File: src/rtl/core/rpopg_pkg.sv
`default_nettype none

package rpopg_pkg;

	localparam int WORD_W = 64;
	localparam int HALF_W = 32;

	// splitmix64 constants
	localparam logic [WORD_W-1:0] GOLDEN_STEP = 64'h9e37_79b9_7f4a_7c15;
	localparam logic [WORD_W-1:0] MIX_MUL_ONE = 64'hbf58_476d_1ce4_e5b9;
	localparam logic [WORD_W-1:0] MIX_MUL_TWO = 64'h94d0_49bb_1331_11eb;
	localparam int MIX_SHIFT_ONE = 30;
	localparam int MIX_SHIFT_TWO = 27;
	localparam int MIX_SHIFT_OUT = 31;

	// xoroshiro128+ step
	localparam int ROT_A   = 55;
	localparam int SHIFT_B = 14;
	localparam int ROT_C   = 36;

	localparam logic [7:0] BYTE_ONES  = 8'hFF;
	localparam logic [7:0] BYTE_ZEROS = 8'h00;
	localparam int STRIPE_BIT = 2;

	localparam logic [1:0] MODE_STRIPED = 2'd0;
	localparam logic [1:0] MODE_ONES    = 2'd1;
	localparam logic [1:0] MODE_ZEROS   = 2'd2;
	localparam logic [1:0] MODE_RANDOM  = 2'd3;

	localparam logic REG_FILL_MODE = 1'b0;
	localparam logic REG_SEED      = 1'b1;

	localparam logic CMD_RESTART = 1'b0;
	localparam logic CMD_FILL    = 1'b1;

	typedef enum logic [4:0] {
		ST_IDLE   = 5'b00001,
		ST_START1 = 5'b00010,
		ST_WAIT1  = 5'b00100,
		ST_START2 = 5'b01000,
		ST_WAIT2  = 5'b10000
	} seq_state_t;

endpackage

`default_nettype wire

File: src/rtl/core/rpopg_mul64lo.sv
`default_nettype none

// Low 64 bits of a 64x64 product, built from three 32x32 partial products
// on one shared multiplier. Result valid while done is high.
module rpopg_mul64lo
	import rpopg_pkg::*;
(
	input  wire logic              clk,
	input  wire logic              arst_n,
	input  wire logic              start,
	input  wire logic [WORD_W-1:0] a,
	input  wire logic [WORD_W-1:0] b,
	output logic                   done,
	output logic [WORD_W-1:0]      product
);

	logic [WORD_W-1:0] a_q;
	logic [WORD_W-1:0] b_q;
	logic [WORD_W-1:0] part_q;
	logic [WORD_W-1:0] acc_q;
	logic [1:0]        step_q;
	logic              busy_q;
	logic [HALF_W-1:0] op_x;
	logic [HALF_W-1:0] op_y;
	logic [WORD_W-1:0] mul_out;
	logic [WORD_W-1:0] part_hi;

	// pick the partial product for this step
	always_comb begin
		case (step_q)
			2'd0: begin
				op_x = a_q[HALF_W-1:0];
				op_y = b_q[HALF_W-1:0];
			end
			2'd1: begin
				op_x = a_q[HALF_W-1:0];
				op_y = b_q[WORD_W-1:HALF_W];
			end
			default: begin
				op_x = a_q[WORD_W-1:HALF_W];
				op_y = b_q[HALF_W-1:0];
			end
		endcase
	end

	assign mul_out = {{HALF_W{1'b0}}, op_x} * {{HALF_W{1'b0}}, op_y};
	assign part_hi = {part_q[HALF_W-1:0], {HALF_W{1'b0}}};
	assign done    = busy_q && (step_q == 2'd3);
	assign product = acc_q + part_hi;

	always_ff @(posedge clk or negedge arst_n) begin
		if (!arst_n) begin
			busy_q <= 1'b0;
			step_q <= 2'd0;
		end else if (start) begin
			busy_q <= 1'b1;
			step_q <= 2'd0;
		end else if (busy_q) begin
			step_q <= step_q + 2'd1;
			if (step_q == 2'd3) begin
				busy_q <= 1'b0;
			end
		end
	end

	always_ff @(posedge clk) begin
		if (start) begin
			a_q <= a;
			b_q <= b;
		end
		part_q <= mul_out;
		if (step_q == 2'd1) begin
			acc_q <= part_q;
		end else if (step_q == 2'd2) begin
			acc_q <= acc_q + part_hi;
		end
	end

endmodule

`default_nettype wire

File: src/rtl/core/ram_power_on_pattern_generator_core.sv
`default_nettype none

// Power-on fill pattern generator. Each transaction on the item channel is
// either a restart (command 0) or a fill request (command 1). A fill request
// returns one fill_byte on the result channel: mode 0 gives stripes (0xFF
// where position bit 2 is set, unless zero_fill), mode 1 all ones, mode 2
// all zeros, mode 3 the low byte of a xoroshiro128+ generator, which then
// advances. Fill requests can be accepted every cycle while no restart is running
// and the result side keeps up; an output register holds the byte until it is
// taken. A restart returns nothing; it expands seed_value through two
// splitmix64 steps into the 128-bit generator state and keeps item_ready low
// until the expansion finishes: four 64-bit multiplications, each a launch
// state followed by a wait on the shared 32x32 multiplier unit. Write fill_mode
// (index 0) and seed_value (index 1) only while the block is idle. Random
// fill before any restart runs from the all-zero state and yields zeros.
module ram_power_on_pattern_generator_core
	import rpopg_pkg::*;
#(
	parameter int POSITION_BITS = 16
) (
	input  wire logic                     clk,
	input  wire logic                     arst_n,
	input  wire logic                     cfg_write,
	input  wire logic                     cfg_index,
	input  wire logic [WORD_W-1:0]        cfg_data,
	input  wire logic                     item_valid,
	output logic                          item_ready,
	input  wire logic                     command,
	input  wire logic [POSITION_BITS-1:0] position,
	input  wire logic                     zero_fill,
	output logic                          result_valid,
	input  wire logic                     result_ready,
	output logic [7:0]                    fill_byte
);

	seq_state_t        state_q;
	logic              half_q;
	logic [1:0]        mode_q;
	logic [WORD_W-1:0] seed_q;
	logic [WORD_W-1:0] ctr_q;
	logic [WORD_W-1:0] z_q;
	logic [WORD_W-1:0] word_a_q;
	logic [WORD_W-1:0] word_b_q;
	logic              result_valid_q;
	logic [7:0]        fill_byte_q;

	logic              item_fire;
	logic              fill_fire;
	logic              restart_fire;
	logic              mul_start;
	logic [WORD_W-1:0] mul_a;
	logic [WORD_W-1:0] mul_b;
	logic              mul_done;
	logic [WORD_W-1:0] mul_p;
	logic [WORD_W-1:0] mix_out;
	logic [WORD_W-1:0] xs_s1;
	logic [WORD_W-1:0] next_a;
	logic [WORD_W-1:0] next_b;
	logic [7:0]        rand_byte;
	logic [7:0]        byte_sel;

	// Accept while idle and the output register is free or draining.
	assign item_ready   = (state_q == ST_IDLE) && (!result_valid_q || result_ready);
	assign item_fire    = item_valid && item_ready;
	assign fill_fire    = item_fire && (command == CMD_FILL);
	assign restart_fire = item_fire && (command == CMD_RESTART);

	assign result_valid = result_valid_q;
	assign fill_byte    = fill_byte_q;

	// Shared multiplier: first mix stage in START1, second in START2.
	assign mul_start = (state_q == ST_START1) || (state_q == ST_START2);
	assign mul_a = (state_q == ST_START1) ? (ctr_q ^ (ctr_q >> MIX_SHIFT_ONE))
	                                      : (z_q ^ (z_q >> MIX_SHIFT_TWO));
	assign mul_b = (state_q == ST_START1) ? MIX_MUL_ONE : MIX_MUL_TWO;

	rpopg_mul64lo u_mul (
		.clk     (clk),
		.arst_n  (arst_n),
		.start   (mul_start),
		.a       (mul_a),
		.b       (mul_b),
		.done    (mul_done),
		.product (mul_p)
	);

	assign mix_out = mul_p ^ (mul_p >> MIX_SHIFT_OUT);

	// One xoroshiro128+ step; only the low byte of the sum is needed.
	assign rand_byte = word_a_q[7:0] + word_b_q[7:0];
	assign xs_s1  = word_b_q ^ word_a_q;
	assign next_a = ((word_a_q << ROT_A) | (word_a_q >> (WORD_W - ROT_A)))
	                ^ xs_s1 ^ (xs_s1 << SHIFT_B);
	assign next_b = (xs_s1 << ROT_C) | (xs_s1 >> (WORD_W - ROT_C));

	always_comb begin
		case (mode_q)
			MODE_ONES:   byte_sel = BYTE_ONES;
			MODE_ZEROS:  byte_sel = BYTE_ZEROS;
			MODE_RANDOM: byte_sel = rand_byte;
			default:     byte_sel = (!zero_fill && position[STRIPE_BIT]) ? BYTE_ONES
			                                                             : BYTE_ZEROS;
		endcase
	end

	// Configuration registers
	always_ff @(posedge clk or negedge arst_n) begin
		if (!arst_n) begin
			mode_q <= MODE_STRIPED;
			seed_q <= '0;
		end else if (cfg_write) begin
			if (cfg_index == REG_FILL_MODE) begin
				mode_q <= cfg_data[1:0];
			end else begin
				seed_q <= cfg_data;
			end
		end
	end

	// Restart sequencer
	always_ff @(posedge clk or negedge arst_n) begin
		if (!arst_n) begin
			state_q <= ST_IDLE;
			half_q  <= 1'b0;
		end else begin
			case (state_q)
				ST_IDLE: begin
					if (restart_fire) begin
						half_q  <= 1'b0;
						state_q <= ST_START1;
					end
				end
				ST_START1: state_q <= ST_WAIT1;
				ST_WAIT1: begin
					if (mul_done) begin
						state_q <= ST_START2;
					end
				end
				ST_START2: state_q <= ST_WAIT2;
				ST_WAIT2: begin
					if (mul_done) begin
						// second expansion done: back to idle
						if (half_q) begin
							state_q <= ST_IDLE;
						end else begin
							half_q  <= 1'b1;
							state_q <= ST_START1;
						end
					end
				end
				default: state_q <= ST_IDLE;
			endcase
		end
	end

	// Seed counter and intermediate mix value
	always_ff @(posedge clk) begin
		if (restart_fire) begin
			ctr_q <= seed_q + GOLDEN_STEP;
		end else if ((state_q == ST_WAIT2) && mul_done && !half_q) begin
			ctr_q <= ctr_q + GOLDEN_STEP;
		end
		if ((state_q == ST_WAIT1) && mul_done) begin
			z_q <= mul_p;
		end
	end

	// Generator state: load on restart, advance on random fill
	always_ff @(posedge clk or negedge arst_n) begin
		if (!arst_n) begin
			word_a_q <= '0;
			word_b_q <= '0;
		end else if ((state_q == ST_WAIT2) && mul_done) begin
			if (half_q) begin
				word_b_q <= mix_out;
			end else begin
				word_a_q <= mix_out;
			end
		end else if (fill_fire && (mode_q == MODE_RANDOM)) begin
			word_a_q <= next_a;
			word_b_q <= next_b;
		end
	end

	// Output register
	always_ff @(posedge clk or negedge arst_n) begin
		if (!arst_n) begin
			result_valid_q <= 1'b0;
		end else if (fill_fire) begin
			result_valid_q <= 1'b1;
		end else if (result_ready) begin
			result_valid_q <= 1'b0;
		end
	end

	always_ff @(posedge clk) begin
		if (fill_fire) begin
			fill_byte_q <= byte_sel;
		end
	end

	// A held result blocks new transactions.
	a_hold_blocks: assert property (@(posedge clk) disable iff (!arst_n)
		(result_valid && !result_ready) |-> !item_ready)
		else $error("item accepted while result stalled");

	// The multiplier only finishes while the sequencer waits on it.
	a_mul_done_wait: assert property (@(posedge clk) disable iff (!arst_n)
		mul_done |-> ((state_q == ST_WAIT1) || (state_q == ST_WAIT2)))
		else $error("multiplier done outside a wait state");

	// A restart starts the first expansion.
	a_restart_seq: assert property (@(posedge clk) disable iff (!arst_n)
		restart_fire |=> ((state_q == ST_START1) && !half_q && !item_ready))
		else $error("restart did not launch the seed expansion");

	// Non-random fills leave the generator alone.
	a_state_hold: assert property (@(posedge clk) disable iff (!arst_n)
		(fill_fire && (mode_q != MODE_RANDOM)) |=> ($stable(word_a_q) && $stable(word_b_q)))
		else $error("generator state changed outside random fill");

endmodule

`default_nettype wire
File: config.mk
export PLATFORM = sky130hd
export DESIGN_NAME = ram_power_on_pattern_generator_core
export DESIGN_NICKNAME = d
export VERILOG_FILES = /design/src/rtl/core/rpopg_pkg.sv /design/src/rtl/core/rpopg_mul64lo.sv /design/src/rtl/core/ram_power_on_pattern_generator_core.sv
export SDC_FILE = /design/constraint.sdc
export NUM_CORES = 2
export LEC_CHECK = 0
export BUFFER_PORTS_ARGS = -buffer_cell sky130_fd_sc_hd__buf_4
export CORE_MARGIN = 3
export CORE_UTILIZATION = 27
export CTS_CLUSTER_SIZE = 10
export DETAILED_ROUTE_END_ITERATION = 10
export PLACE_DENSITY = 0.52
export SKIP_CTS_REPAIR_TIMING = 1
export SYNTH_ARGS = -nofsm -noshare
export SYNTH_HDL_FRONTEND = slang
export SYNTH_SLANG_ARGS = --single-unit
File: constraint.sdc
create_clock -name clk -period 26.6 [get_ports clk]
set_input_delay 2.66 -clock clk [delete_from_list [all_inputs] [get_ports clk]]
set_output_delay 2.66 -clock clk [all_outputs]
set_load 0.05 [all_outputs]
Word level (Yosys, flattened, before mapping)
Index checks and enable logic that the tools add are counted.
{"block": "classes", "n_reduce_logical": 29, "multipliers": 1, "mux": 31, "n_eq_ne": 16, "bitwise": 10, "add_sub_neg": 5}
{"operator": "two-way mux 64 bit", "count": 11}
{"operator": "XOR 64 bit", "count": 3}
{"operator": "adder 64 bit (second input constant)", "count": 2}
{"operator": "adder 64 bit", "count": 1}
{"operator": "multiplier 32 x 32 -> 64 bit", "count": 1}
{"operator": "two-way mux 32 bit", "count": 2}
{"operator": "bitwise OR 64 x 36 -> 64 bit", "count": 1}
{"operator": "bitwise OR 64 x 55 -> 64 bit", "count": 1}
{"operator": "XOR 64 x 33 -> 64 bit", "count": 1}
{"operator": "XOR 64 x 34 -> 64 bit", "count": 1}
{"operator": "XOR 64 x 37 -> 64 bit", "count": 1}
{"operator": "two-way mux 62 bit", "count": 1}
{"operator": "one-hot mux 5 bit (5 select lines)", "count": 1}
{"operator": "one-hot mux 8 bit (3 select lines)", "count": 1}
{"operator": "two-way mux 5 bit", "count": 3}
{"operator": "nonzero test 2 bit", "count": 6}
{"operator": "logical AND 1 bit", "count": 10}
{"operator": "inequality test 2 bit (second input constant)", "count": 5}
{"operator": "adder 8 bit", "count": 1}
{"operator": "equality test 2 bit (second input constant)", "count": 4}
{"operator": "two-way mux 8 bit", "count": 1}
{"operator": "AND reduction 2 bit", "count": 4}
{"operator": "two-way mux 1 bit", "count": 7}
{"operator": "two-way mux 2 bit", "count": 3}
{"operator": "14 further kinds", "count": 20}
{"block": "word_totals", "input_bits": 88, "reg_bits": 596, "out_inout_bits": 10}

Depth between registers and ports, before layout
{"block": "logic_depth", "ltp_word": 8, "ltp_mapped": 35}

By module
A second synthesis with hierarchy kept.
{"block": "unflattened", "hier_cells": 6394, "hier_area_um2": 62700.1}
{"module": "rpopg_mul64lo", "n_inst": 1, "cells_each": 4415, "seq_area_each_um2": 7121.8, "area_each_um2": 42884.9}
{"module": "ram_power_on_pattern_generator_core", "n_inst": 1, "cells_each": 1979, "seq_area_each_um2": 9115.0, "area_each_um2": 19815.3}

Worst setup path after synthesis
Ideal clock, no wire load.
{"block": "synth_timing", "path_kind": "register -> register", "start": "register u_mul.step_q[0]", "end": "register u_mul.part_q[58]", "setup_time_ns": 0.127, "arrival_ns": 9.391, "path_buffers": 2, "stages_incl_launch_ff": 31, "slack_ns": 17.082, "synth_period_minus_slack_ns": 9.518, "cell_sequence": "dfrtp_1 ha_1 nor2_1 clkbuf_1 buf_1 mux2_2 clkinv_1 nor2_1 fa_1 inv_1 fa_1 fa_1 fa_1 inv_1 fa_1 inv_1 fa_1 fa_1 fa_1 inv_1 ha_1 and2_1 and3_1 a221o_1 a2111oi_0 a21oi_1 a311o_1 a41o_1 a21boi_0 o21ai_0 xor2_1"}
{"block": "synth_between", "elab_chain_cells": 4, "word_cells_on_any_way": 6, "cone_classes": "mul (1); eq/ne (1); mux (2); reduce/logical (2)"}
{"element": "start: declaration", "line": "rpopg_mul64lo.sv:21", "rtl": "logic [1:0] step_q;"}
{"element": "start signal: assignment", "line": "rpopg_mul64lo.sv:59", "rtl": "step_q <= step_q + 2'd1;"}
{"element": "equality test 2 x 1 -> 1 bit or zero test 2 bit (tied branches)", "line": "rpopg_mul64lo.sv:30", "rtl": "case (step_q)"}
{"element": "OR reduction 2 bit (no source line)"}
{"element": "two-way mux 32 bit", "line": "rpopg_mul64lo.sv:30"}
{"element": "multiplier 32 x 32 -> 64 bit (*)", "line": "rpopg_mul64lo.sv:46", "rtl": "assign mul_out = {{HALF_W{1'b0}}, op_x} * {{HALF_W{1'b0}}, op_y};"}
{"element": "named net u_mul.mul_out[58]", "line": "rpopg_mul64lo.sv:25", "rtl": "logic [WORD_W-1:0] mul_out;"}
{"element": "end signal: assignment", "line": "rpopg_mul64lo.sv:71", "rtl": "part_q <= mul_out;"}
{"element": "end: declaration", "line": "rpopg_mul64lo.sv:19", "rtl": "logic [WORD_W-1:0] part_q;"}
Mark *: on every way through the listed nets, which the timed path passes. The rest lies on a longest branch.
A chain may end at the register's enable or synchronous reset.

Final worst setup path
Same ends and word-level chain as after synthesis.

==> reports/metrics.json <==
{
  "run_status": {"value": "finished clean"},
  "clock_skew": {"value": 0.0342, "unit": "ns"},
  "clock.fmax": {"value": 86.5, "unit": "MHz"},
  "max_stage_delay": {"value": 0.84, "unit": "ns"},
  "wirelength": {"value": 204000, "unit": "um"},
  "synth_async_sr_flop_share": {"value": 0.382},
  "worst_path_max_delay_cell": {"value": "nor2_1"},
  "avgViaCountPerCell": {"value": 4.84},
  "cp-end-kind": {"value": "register"},
  "setup_tns": {"value": 0, "unit": "ns"},
  "globalRouteOverflowTotal": {"value": 0},
  "post_route_cells_drive_above_1_share": {"value": 0.0698},
  "synth_top_flop_cell": {"value": "edfxtp_1"},
  "place.gp.congestion": {"value": 0.989},
  "path_buf_inv": {"value": 6},
  "clk_path_buf_depth": {"value": 3},
  "initial_antenna_violation_count": {"value": 6},
  "drt_pass1_iterations": {"value": 5},
  "slew_viol_final": {"value": 0},
  "ys_warnings": {"value": 0},
  "timing.critical_path.arrival": {"value": 12.05, "unit": "ns"},
  "grt_pass1_wl": {"value": 300000, "unit": "um"},
  "timing_worst_slew_pin_value": {"value": 1.19, "unit": "ns"},
  "dieWidth": {"value": 465, "unit": "um"},
  "tritoncts_clock_tree": {"value": "done"},
  "first_global_vias": {"value": 43085},
  "cts_htree_levels": {"value": 3},
  "finalNetCount": {"value": 7008},
  "clk_root_buffer_cell": {"value": "clkbuf_16"},
  "worstSkewPairLatency": {"value": 0.62, "unit": "ns"},
  "synth.lib_cells_used.distinct": {"value": 89},
  "timing_worst_setup_path_type": {"value": "register to register"},
  "worst_setup_hold_path_clk_slew": {"value": 0.06, "unit": "ns"},
  "period_minus_slack": {"value": 11.55, "unit": "ns"},
  "synth.cell_area": {"value": 56800, "unit": "um2"},
  "critical_path_peak_fanout": {"value": 32},
  "cts_num_sinks": {"value": 534},
  "port-buffer-count": {"value": 82},
  "worst-endpoint-required": {"value": 27.09, "unit": "ns"},
  "core_area": {"value": 208000, "unit": "um2"},
  "largest_net_degree_at_the_start_of_global_routing": {"value": 102},
  "detailedRoute.firstIterationViolations": {"value": 3760},
  "routed_wire_length_per_instance": {"value": 23.8, "unit": "um"},
  "holdCritPathClass": {"value": "register to register"},
  "count_of_flip_flops_with_a_built_in_enable_after_synthesis": {"value": 266},
  "layout.cells.most_common": {"value": "inv_1"},
  "final_hold_viol_count": {"value": 0},
  "setup_violations": {"value": 0},
  "detailroute.via_count": {"value": 41468},
  "final_min_period_over_clock_period": {"value": 0.434},
  "tritoncts_buffers": {"value": 66},
  "syn_nets": {"value": 6979},
  "syn_inst": {"value": 5698},
  "unrepaired_setup_endpoints_after_global_routing": {"value": "false"},
  "number_of_flip_flops_and_latches_in_the_synthesized_netlist": {"value": 534},
  "die_h": {"value": 465, "unit": "um"},
  "max-slew-margin-rel": {"value": 0.202},
  "critical-path-top-delay-family": {"value": "adder cells"},
  "dieArea": {"value": 216000, "unit": "um2"},
  "starting_density": {"value": 0.273},
  "max-cap-violations": {"value": 0},
  "critPathLaunchType": {"value": "register"},
  "design.portCount": {"value": 98},
  "dp_hpwl": {"value": 166000, "unit": "um"},
  "placement_rows": {"value": 167},
  "final_cell_mix": {"value": "inv_1, fa_1, nand2_1, ha_1, nor2_1"},
  "flow.area_growth_from_synthesis": {"value": 10.5, "unit": "%"},
  "drcViolationCount": {"value": 0},
  "crit_path_frequent_cell": {"value": "fa_1"},
  "final_antenna_net_count": {"value": 0},
  "track_usage": {"value": 0.188},
  "synth_seq_area_share": {"value": 0.253},
  "mean_post_synth_cell_area": {"value": 9.98, "unit": "um2"}
}
-- cell usage after synthesis (10+ instances only) --
cell	instances	share of area
o21bai_1	24	0.0032
a211oi_1	18	0.0024
nand3b_1	13	0.0017
nor2_1	386	0.025
nor4_1	10	0.0011
a21o_1	98	0.013
nand2_1	487	0.032
edfxtp_1	266	0.14
fa_1	791	0.28
mux2i_1	80	0.014
o21ai_0	236	0.021
buf_2	10	0.00088
nand3_1	53	0.0047
a21oi_1	253	0.022
inv_1	1021	0.067
clkbuf_1	159	0.010
o22ai_1	21	0.0023
nor3_1	67	0.0059
mux2_2	111	0.022
nor2b_1	17	0.0019
xnor2_1	277	0.043
o31ai_1	11	0.0015
or3_1	13	0.0014
and2_1	81	0.0089
buf_1	13	0.00086
nand2b_1	27	0.0030
a31oi_1	30	0.0033
xor2_1	195	0.030
dfrtp_1	203	0.089
nand4_1	13	0.0014
o21a_1	14	0.0018
a21boi_0	10	0.0013
ha_1	402	0.088
dfxtp_1	64	0.023
or2_2	15	0.0017
and3_1	52	0.0057
-- stage by stage --
| step | setup slack (ns) | hold WS, ns | cells | util | area (um2) |
|---|---|---|---|---|---|
| 2_1_floorplan | 17.08 | 0.448 | 5698 | - | 56800 |
| 3_3_place_gp | 15.24 | 0.465 | 8447 | 0.292 | 60800 |
| 3_5_place_dp | 15.12 | 0.459 | 8447 | 0.292 | 60800 |
| 4_1_cts | 15.05 | 0.479 | 8565 | 0.301 | 62800 |
| 5_1_grt | 14.51 | 0.495 | 8565 | 0.301 | 62800 |
| 6_report | 15.05 | 0.480 | 8569 | 0.301 | 62800 |
-- area by class of cell --
cell class                      instances  area [um2]
Inverter                             1030        3870
Antenna cell                            4        10.0
Multi-Input combinational cell       3946       38000
Timing Repair Buffer                  149        1130
Tap cell                             2788        3490
Fill cell                           21856      146000
Clock buffer                          107        1890
Sequential cell                       534       14400
Clock inverter                         11        90.1
-- path summary, 6_finish.rpt --
path | from | to | slack (ns) | cells after the start
max | u_mul.step_q[0] | u_mul.part_q[58] | 15.05 | 29
min | u_mul.acc_q[9] | z_q[9] | 0.48 | 0
max reg2reg | u_mul.step_q[0] | u_mul.part_q[58] | 15.05 | 29
min reg2reg | u_mul.acc_q[9] | z_q[9] | 0.48 | 0
max in group asynchronous | arst_n | word_a_q[10] | 22.34 | 3
min in group asynchronous | arst_n | seed_q[45] | 1.99 | 1
-- logic make-up after synthesis --
kind of cell,Yosys count,share of synthesized area
and+or+nand+nor,1270,0.101
DFF,534,0.253
buffers and inverters,1218,0.0812
muxes,199,0.0382
xor gates and xnor gates,472,0.0727
adders and majority gates,1193,0.367
AOI/OAI and AO/OA,812,0.0872
-- routing by layer --
| metal | wire length [um] | share of wire | global-route usage |
|---|---|---|---|
| met3 | 14500 | 0.071 | 0.0295 |
| met2 | 90200 | 0.44 | 0.290 |
| met5 | 31 | 0.00015 | 0 |
| met1 | 90800 | 0.45 | 0.266 |
| met4 | 8230 | 0.040 | 0.0640 |
-- registers in the layout (all words and copies together), names as in the netlist, 5 cells and up --
signal        count
u_mul.acc_q      64
seed_q           64
fill_byte         8
state_q           5
z_q              64
ctr_q            64
word_a_q         64
word_b_q         64
u_mul.a_q        64
u_mul.part_q     64
Power is left out: the tool's default activity adds up to more than one toggle a clock period on the data nets, which glitch-free logic cannot reach.
